**src/design/track_collision_check_unit_assert.svh**
```systemverilog
// Assertion macros shared by the track collision check RTL
`ifndef TRACK_COLLISION_CHECK_UNIT_ASSERT_SVH
`define TRACK_COLLISION_CHECK_UNIT_ASSERT_SVH

// implication checked on every clock edge outside reset
`define TCC_ASSERT_IMPL(label, clk, rst, ante, cons, msg) \
   label: assert property (@(posedge clk) disable iff (rst) (ante) |-> (cons)) \
      else $error(msg);

// implication whose consequent is checked in the cycle after the antecedent
`define TCC_ASSERT_NEXT(label, clk, rst, ante, cons, msg) \
   label: assert property (@(posedge clk) disable iff (rst) (ante) |=> (cons)) \
      else $error(msg);

`endif

```
**src/design/tcc_pkg.sv**
```systemverilog
// Package for the track collision check: types, constants and phase helper
package tcc_pkg;
   localparam int MaxPoints     = 64;
   localparam int CoordFracBits = 8;
   localparam int HeadingBits   = 16;

   localparam logic [14:0] Q14One = 15'd16384;
   localparam logic [14:0] SinA   = 15'd25736;
   localparam logic [13:0] SinB   = 14'd10512;
   localparam logic [10:0] SinC   = 11'd1160;

   localparam logic [2:0] CsrMethod     = 3'd0;
   localparam logic [2:0] CsrHostWidth  = 3'd1;
   localparam logic [2:0] CsrHostLength = 3'd2;
   localparam logic [2:0] CsrRemWidth   = 3'd3;
   localparam logic [2:0] CsrRemLength  = 3'd4;
   localparam logic [2:0] CsrGapX       = 3'd5;
   localparam logic [2:0] CsrGapY       = 3'd6;

   localparam logic [1:0] RiskNone    = 2'd0;
   localparam logic [1:0] RiskHit     = 2'd1;
   localparam logic [1:0] RiskUnknown = 2'd2;

   // classified item handed from front to back
   typedef struct packed {
      logic        test;       // index is in range, run the test
      logic        last;
      logic        bad_len;
      logic [5:0]  idx;
      logic        mode;
      logic [24:0] adx;
      logic [24:0] ady;
      logic [14:0] hs;
      logic [14:0] hc;
      logic [14:0] rs;
      logic [14:0] rc;
   } item_type;

   typedef struct packed {
      logic        method;
      logic [12:0] host_width;
      logic [12:0] host_length;
      logic [12:0] rem_width;
      logic [12:0] rem_length;
      logic [7:0]  gap_x;
      logic [7:0]  gap_y;
   } cfg_type;

   function automatic logic [15:0] phase16(input logic [HeadingBits-1:0] h);
      logic [31:0] w;
      begin
         w = 32'(h) << 16;
         phase16 = w[HeadingBits +: 16];
      end
   endfunction
endpackage

```
**src/design/tcc_back.sv**
```systemverilog
// Back end: extents, overlap test, sticky hit and verdict register
module tcc_back (
   input  logic              clock,
   input  logic              reset,
   input  logic              in_valid,
   output logic              in_ready,
   input  tcc_pkg::item_type in_item,
   input  tcc_pkg::cfg_type  cfg,
   output logic              rsp_valid,
   input  logic              rsp_ready,
   output logic [1:0]        rsp_risk,
   output logic [5:0]        rsp_hit
);
   `include "track_collision_check_unit_assert.svh"

   // stage 1: products; stage 2: sums and compare; stage 3: verdict
   logic              v1_ff, v2_ff, vo_ff;
   tcc_pkg::item_type i1_ff;
   logic [27:0]       hls_ff, hwc_ff, hlc_ff, hws_ff, rls_ff, rwc_ff, rlc_ff, rws_ff;
   logic              risky;
   logic              t2_ff, l2_ff, b2_ff, r2_ff;
   logic [5:0]        x2_ff;
   logic              seen_ff;
   logic [5:0]        first_ff;
   logic [1:0]        risk_ff;
   logic [5:0]        hit_ff;
   logic              adv;
   logic [39:0]       ddx, ddy;
   logic [29:0]       ex, ey;
   logic              box, pt, hit_now;

   assign adv      = !vo_ff || rsp_ready;
   assign in_ready = adv;

   always_comb begin
      ddx = 40'(i1_ff.adx) << 15;
      ddy = 40'(i1_ff.ady) << 15;
      ex  = 30'(hls_ff) + 30'(hwc_ff) + 30'(rls_ff) + 30'(rwc_ff);
      ey  = 30'(hlc_ff) + 30'(hws_ff) + 30'(rlc_ff) + 30'(rws_ff);
      box = (ddx <= 40'(ex)) && (ddy <= 40'(ey));
      pt  = (i1_ff.adx[24:8] < 17'(cfg.gap_x)) && (i1_ff.ady[24:8] < 17'(cfg.gap_y));
      risky = i1_ff.mode ? box : pt;
      hit_now = t2_ff && r2_ff && !seen_ff;
   end

   always_ff @(posedge clock) begin
      if (adv) begin
         i1_ff  <= in_item;
         hls_ff <= cfg.host_length * in_item.hs;
         hwc_ff <= cfg.host_width * in_item.hc;
         hlc_ff <= cfg.host_length * in_item.hc;
         hws_ff <= cfg.host_width * in_item.hs;
         rls_ff <= cfg.rem_length * in_item.rs;
         rwc_ff <= cfg.rem_width * in_item.rc;
         rlc_ff <= cfg.rem_length * in_item.rc;
         rws_ff <= cfg.rem_width * in_item.rs;
         t2_ff  <= i1_ff.test;
         l2_ff  <= i1_ff.last;
         b2_ff  <= i1_ff.bad_len;
         x2_ff  <= i1_ff.idx;
         r2_ff  <= risky;
      end
   end

   always_ff @(posedge clock) begin
      if (reset) begin
         v1_ff    <= 1'b0;
         v2_ff    <= 1'b0;
         vo_ff    <= 1'b0;
         seen_ff  <= 1'b0;
         first_ff <= '0;
         risk_ff  <= tcc_pkg::RiskNone;
         hit_ff   <= '0;
      end else if (adv) begin
         v1_ff <= in_valid;
         v2_ff <= v1_ff;
         vo_ff <= v2_ff && l2_ff;
         if (v2_ff) begin
            if (l2_ff) begin
               seen_ff  <= 1'b0;
               first_ff <= '0;
               if (b2_ff) begin
                  risk_ff <= tcc_pkg::RiskUnknown;
                  hit_ff  <= '0;
               end else if (seen_ff || hit_now) begin
                  risk_ff <= tcc_pkg::RiskHit;
                  hit_ff  <= seen_ff ? first_ff : x2_ff;
               end else begin
                  risk_ff <= tcc_pkg::RiskNone;
                  hit_ff  <= '0;
               end
            end else if (hit_now) begin
               seen_ff  <= 1'b1;
               first_ff <= x2_ff;
            end
         end
      end
   end

   assign rsp_valid = vo_ff;
   assign rsp_risk  = risk_ff;
   assign rsp_hit   = hit_ff;

   `TCC_ASSERT_IMPL(a_risk_code, clock, reset, rsp_valid,
      rsp_risk != 2'd3, "risk code out of range")
   `TCC_ASSERT_IMPL(a_hit_zero, clock, reset, rsp_valid && rsp_risk != tcc_pkg::RiskHit,
      rsp_hit == 6'd0, "hit index set without hit")
   `TCC_ASSERT_NEXT(a_stall_hold, clock, reset, rsp_valid && !rsp_ready,
      rsp_valid && $stable(rsp_risk) && $stable(rsp_hit), "verdict changed under stall")
endmodule

```
**config.mk**
```make
export PLATFORM = sky130hd
export DESIGN_NAME = tcc_back
export DESIGN_NICKNAME = d
export VERILOG_FILES = /design/src/design/tcc_pkg.sv /design/src/design/tcc_back.sv
export VERILOG_INCLUDE_DIRS = /design/src /design/src/design
export SDC_FILE = /design/constraint.sdc
export NUM_CORES = 2
export LEC_CHECK = 0
export ABC_CLOCK_PERIOD_IN_PS = 13600
export BUFFER_PORTS_ARGS = -buffer_cell sky130_fd_sc_hd__buf_2
export CAP_MARGIN = 20
export CORE_ASPECT_RATIO = 1.2
export CORE_MARGIN = 3
export CORE_UTILIZATION = 35
export CTS_CLUSTER_SIZE = 25
export DETAILED_ROUTE_END_ITERATION = 7
export GPL_TIMING_DRIVEN = 0
export REMOVE_ABC_BUFFERS = 1
export SYNTH_ARGS = -nofsm -noshare
export SYNTH_HDL_FRONTEND = slang
export SYNTH_SLANG_ARGS = --single-unit
```
**constraint.sdc**
```tcl
create_clock -name clock -period 13.6 [get_ports clock]
set_input_delay 1.36 -clock clock [delete_from_list [all_inputs] [get_ports clock]]
set_output_delay 1.36 -clock clock [all_outputs]
set_load 0.01 [all_outputs]
```
# ---- Yosys cells after proc, flatten, opt, wreduce, memory -nomap -nowiden
# Index checks and enable logic that the tools add are counted.
# W data, S select, Z words.
dict set report word_totals {
  ff_bits 312
  out_inout_bits 10
  in_bits 193
}
dict set report op_classes {
  n_addsub 6
  multipliers 8
  order_cmp 4
  reduce_logical 12
  mux 10
}
# op n
set ops {}
lappend ops {{$mul A13 B15 Y28} 8}
lappend ops {{$le A40 B30 Y1} 2}
lappend ops {{$add A29 B28 Y30} 2}
lappend ops {{$add A30 B28 Y30} 2}
lappend ops {{$add A28 B28 Y29} 2}
lappend ops {{$lt A17 B8 Y1} 2}
lappend ops {{$mux W6} 5}
lappend ops {{$reduce_and A3 Y1} 2}
lappend ops {{$logic_and A1 B1 Y1} 5}
lappend ops {{$mux W1} 4}
lappend ops {{$logic_not A1 Y1} 2}
lappend ops {{$logic_or A1 B1 Y1} 2}
lappend ops {{$mux W2} 1}
lappend ops {{$reduce_bool A2 Y1} 1}

# ---- Longest topological paths before layout
dict set report logic_depth {
  word_depth 6
  depth_mapped 25
  ltp_nobuf 25
}

# ---- Worst setup path before layout
# OpenSTA, ideal clock, no wires.
dict set report synth_path {
  path_type {in2reg}
  startpoint {input port rsp_ready}
  endpoint {register first_ff[0]}
  t_arrival_ps 11964
  path_buffers 1
  path_stages 6
  setup_slack_ps 1509
  path_cell_list {nand2b_1 clkbuf_1 nand3_1 nor2b_1 a22oi_1 nor2_1}
}
dict set report synth_via {
  elab_chain_len 2
}
# item line_no
set synth_lines {}
lappend synth_lines {{from (decl)} tcc_back.sv:10} ;# input logic rsp_ready,
lappend synth_lines {{$logic_or A1 B1 Y1} tcc_back.sv:32} ;# assign adv = !vo_ff || rsp_ready;
lappend synth_lines {{via in_ready} tcc_back.sv:6} ;# output logic in_ready,
lappend synth_lines {{$reduce_and A3 Y1 (no source line)} -}
lappend synth_lines {{to (signal assigned)} tcc_back.sv:71} ;# first_ff <= '0;
lappend synth_lines {{to (signal assigned)} tcc_back.sv:81} ;# first_ff <= '0;
lappend synth_lines {{to (signal assigned)} tcc_back.sv:94} ;# first_ff <= x2_ff;
lappend synth_lines {{to (decl)} tcc_back.sv:24} ;# logic [5:0] first_ff;
# The timed path passes the listed nets, and every way through them passes these cells.
# A chain may end at the register's enable or synchronous reset.

# ---- Worst setup path in the final report
dict set report layout_path {
  startpoint {register hws_ff[1]}
  endpoint {register r2_ff, data pin}
}
dict set report layout_via {
  elab_chain_len 6
}
# item line_no
set layout_lines {}
lappend layout_lines {{from (decl)} tcc_back.sv:19} ;# logic [27:0] hls_ff, hwc_ff, hlc_ff, hws_ff, rls_ff, rwc_ff, rlc_ff, rws_ff;
lappend layout_lines {{from (signal assigned)} tcc_back.sv:52} ;# hws_ff <= cfg.host_width * in_item.hs;
lappend layout_lines {{$add A28 B28 Y29} tcc_back.sv:39} ;# ey = 30'(hlc_ff) + 30'(hws_ff) + 30'(rlc_ff) + 30'(rws_ff);
lappend layout_lines {{$add A29 B28 Y30} tcc_back.sv:39}
lappend layout_lines {{$add A30 B28 Y30} tcc_back.sv:39}
lappend layout_lines {{$le A40 B30 Y1} tcc_back.sv:40} ;# box = (ddx <= 40'(ex)) && (ddy <= 40'(ey));
lappend layout_lines {{$logic_and A1 B1 Y1} tcc_back.sv:40}
lappend layout_lines {{$mux W1} tcc_back.sv:42} ;# risky = i1_ff.mode ? box : pt;
lappend layout_lines {{via risky} tcc_back.sv:20} ;# logic risky;
lappend layout_lines {{to (signal assigned)} tcc_back.sv:61} ;# r2_ff <= risky;
lappend layout_lines {{to (decl)} tcc_back.sv:21} ;# logic t2_ff, l2_ff, b2_ff, r2_ff;
# The timed path passes the listed nets, and every way through them passes these cells.

==> summary.txt <==
Drt
  – DR DRC count: 0
  – Vias: ~46000
  – Final wirelength: around 170 mm
  – WL/cell: roughly 18 um
  – Final antenna-violating net count: 0
  – Drt initial violations: 2932
  – Drt first pass iters: 5
  – Via density per instance: a little under 5

Clock network
  – CTS Buf Count: 31
  – CTS sink cnt: 312
  – CTS tree: done
  – Post-CTS Resized: 0
  – Clk root buf: clkbuf_16
  – Worst-path clk slew: around 70 ps
  – Bufs on Longest Clock Path: 3
  – Worst-skew pair later-pin latency: 620 ps
  – H-tree Lvls: 1
  – CTS Hold Bufs: 0
  – Post-CTS setup buffer count: 0

Logic synthesis
  – Synth Area in Simple Gates: 0.147
  – Largest family of logic cells by synthesized area: adder cells
  – Synth warn: 0
  – Synthesized flop and latch total: roughly 310
  – Mapped Avg Cell Area: approximately 9.5 um^2
  – Sequential area share after synthesis: 0.141
  – Post-synth EDFFs: 294
  – Synth area leaders: fa_1 (39%), edfxtp_1 (14%), ha_1 (13%)
  – Synth Area in Adders: 0.517
  – Library cells used by synthesis: 83
  – Largest area contributor in the netlist: fa_1
  – Post-synthesis mux area share: 0.00111
  – Fraction of registers with async set/reset: 0
  – Area fraction in compound gates after synthesis: 0.0612
  – Cell area after technology mapping: about 65000 um^2
  – Share of the synthesized area in the top cell type: 0.386
  – Syn Inst Count: 6897
  – Top_reg_cell synth: edfxtp_1
  – Post-synthesis xor/xnor area fraction: 0.0287

STA
  – Achievable clock frequency: 0.137 GHz
  – Fin crit share: 0.539
  – Clock period minus worst slack: around 7300 ps
  – Worst-Margin Slew: 1220 ps
  – Final setup viols: 0
  – Fin. max-slew vios: 0
  – Min Hold Slack: 421 ps
  – Final setup margin: 6280 ps
  – Final Hold Viols: 0
  – Rel. slew slack: 0.183
  – RSZ-0062 raised after global routing: false
  – Final Skew: 17.8 ps

Worst hold path
  – Hold Crit Class: reg -> reg

Global routing
  – Largest net degree at the start of global routing: 73
  – First-pass GRT wire length: 273 mm
  – Initial antenna violation count: 26
  – Global Route Usage Sum: 0.181
  – Vias in the first global route: 49332
  – Global route total overflow: 0

Die
  – Die height: 479 um
  – IO Pins: 203
  – Full die area: 192000 um^2
  – Site Rows: 172
  – Chip width: around 400 um
  – Initial Util: 0.354
  – Core area: 184000 um^2

Placed design
  – Port buffer count: approximately 200
  – DP Wirelength: 130 mm
  – Placed Area: between 60000 and 70000 um^2
  – Pre-CTS setup slack: between 5000 and 6000 ps
  – Routability cong.: 0.918

Critical path
  – Worst EP arrival: 7690 ps
  – Critical Path RT: between 10000 and 15000 ps
  – Crit. End Element: register
  – Setup Crit Path Kind: reg -> reg
  – Critical path launch point type: register
  – CP Max Fanout: 5

Cells and area
  – Final #Nets: 8979
  – Layout cells sized above 1: 0.0437
  – Area Growth Syn to Fin: 6.27%
  – Commonest non-fill, non-tap cell in the layout: inv_1
  – Final Cell Area: 69300 um^2
  – Most frequent cells in the layout: inv_1 (1515), fa_1 (1256), nand2_1 (1076), ha_1 (686), and2_1 (590)
  – Final Core Density: 0.376

Job
  – MaxCap Viol Count: 0

Status
  – Status: completed
## worst paths after layout
| path | from | endpoint | slack, ps | cells after the start |
|---|---|---|---|---|
| max | hws_ff[1] | r2_ff | 6280 | 24 |
| min | i1_ff[118] | l2_ff | 420 | 0 |
| max reg2reg | hws_ff[1] | r2_ff | 6280 | 24 |
| min reg2reg | i1_ff[118] | l2_ff | 420 | 0 |
## Yosys cell counts (8+ instances only)
| library cell | instances |
|---|---|
| fa_1 | 1256 |
| a22oi_1 | 8 |
| o211ai_1 | 21 |
| o21ai_1 | 13 |
| nand4_1 | 12 |
| dfxtp_1 | 18 |
| inv_1 | 1515 |
| nand3_1 | 45 |
| nand2b_1 | 24 |
| nor3b_1 | 8 |
| xor2_1 | 66 |
| nor2_1 | 127 |
| a31oi_1 | 24 |
| ha_1 | 686 |
| and3_1 | 23 |
| a21o_1 | 97 |
| o21bai_1 | 31 |
| clkbuf_1 | 284 |
| nor4_1 | 12 |
| o21ai_0 | 74 |
| nor3_1 | 47 |
| a211oi_1 | 20 |
| o2111ai_1 | 9 |
| edfxtp_1 | 294 |
| nand2_1 | 1076 |
| or2_2 | 8 |
| xnor2_1 | 148 |
| a21oi_1 | 182 |
| and2_1 | 590 |
| nor2b_1 | 16 |
| or3_1 | 11 |
| o21a_1 | 32 |
## metrics by stage
step / instances / TNS, ps
2_1_floorplan: 6605 / 0
3_3_place_gp: 9242 / -34270
3_5_place_dp: 9247 / 0
4_1_cts: 9304 / 0
5_1_grt: 9313 / 0
6_report: 9318 / 0
## registers in the layout, indices dropped and copies added (netlist names), 2 cells and up
signal	count
i1_ff	10
first_ff	6
rsp_hit	6
hls_ff	28
hlc_ff	28
rws_ff	28
ddx	25
rsp_risk	2
hws_ff	28
ddy	25
rlc_ff	28
rwc_ff	28
x2_ff	6
hwc_ff	28
rls_ff	28
## cell type report
class | instances | area, um^2
Fill cell | 18559 | 115000
Tap cell | 2436 | 3050
Antenna cell | 14 | 35.0
Timing Repair Buffer | 206 | 1120
Clock buffer | 37 | 798
Sequential cell | 312 | 9190
Clock inverter | 20 | 173
Multi-Input combinational cell | 4778 | 49200
Inverter | 1515 | 5690
## kinds of logic (layout without fill, tap and decap cells)
group           Yosys count  after routing
simple gates           2018           2018
fa+ha+maj              1942           1942
buf+inv                1807           1778
compound gates          597            597
flops                   312            312
xor+xnor                214            214
mux                       7              7
other cells               0             14
## critical path, stage by stage, from the launching register on
cell       delay (ps)
edfxtp_1          400
inv_1              80
fa_1              500
inv_1              50
fa_1              430
ha_1              250
fa_1              470
a21o_1            170
a21oi_1           230
o21a_1            190
o21bai_2          140
o2111ai_1         320
a21oi_1           260
o41ai_2           470
o221ai_1          220
xnor2_1           180
ha_1              300
nand4_1           110
nor3_2            460
nand4_1           270
or4_1             470
a2111oi_2         210
nor4b_2           330
a31oi_1           160
o22ai_1           410
## routing by layer
| metal | vias to the layer above | global-route usage | wire, um |
|---|---|---|---|
| met5 | - | 0 | 74 |
| met4 | 14 | 0.0745 | 8870 |
| met3 | 269 | 0.0210 | 9430 |
| met2 | 1346 | 0.298 | 79500 |
| met1 | 23798 | 0.242 | 71200 |
| li1 | 20911 | - | - |
Power is not shown: default switching activity piles up to over one toggle a cycle in this logic, so the estimate is an artifact.
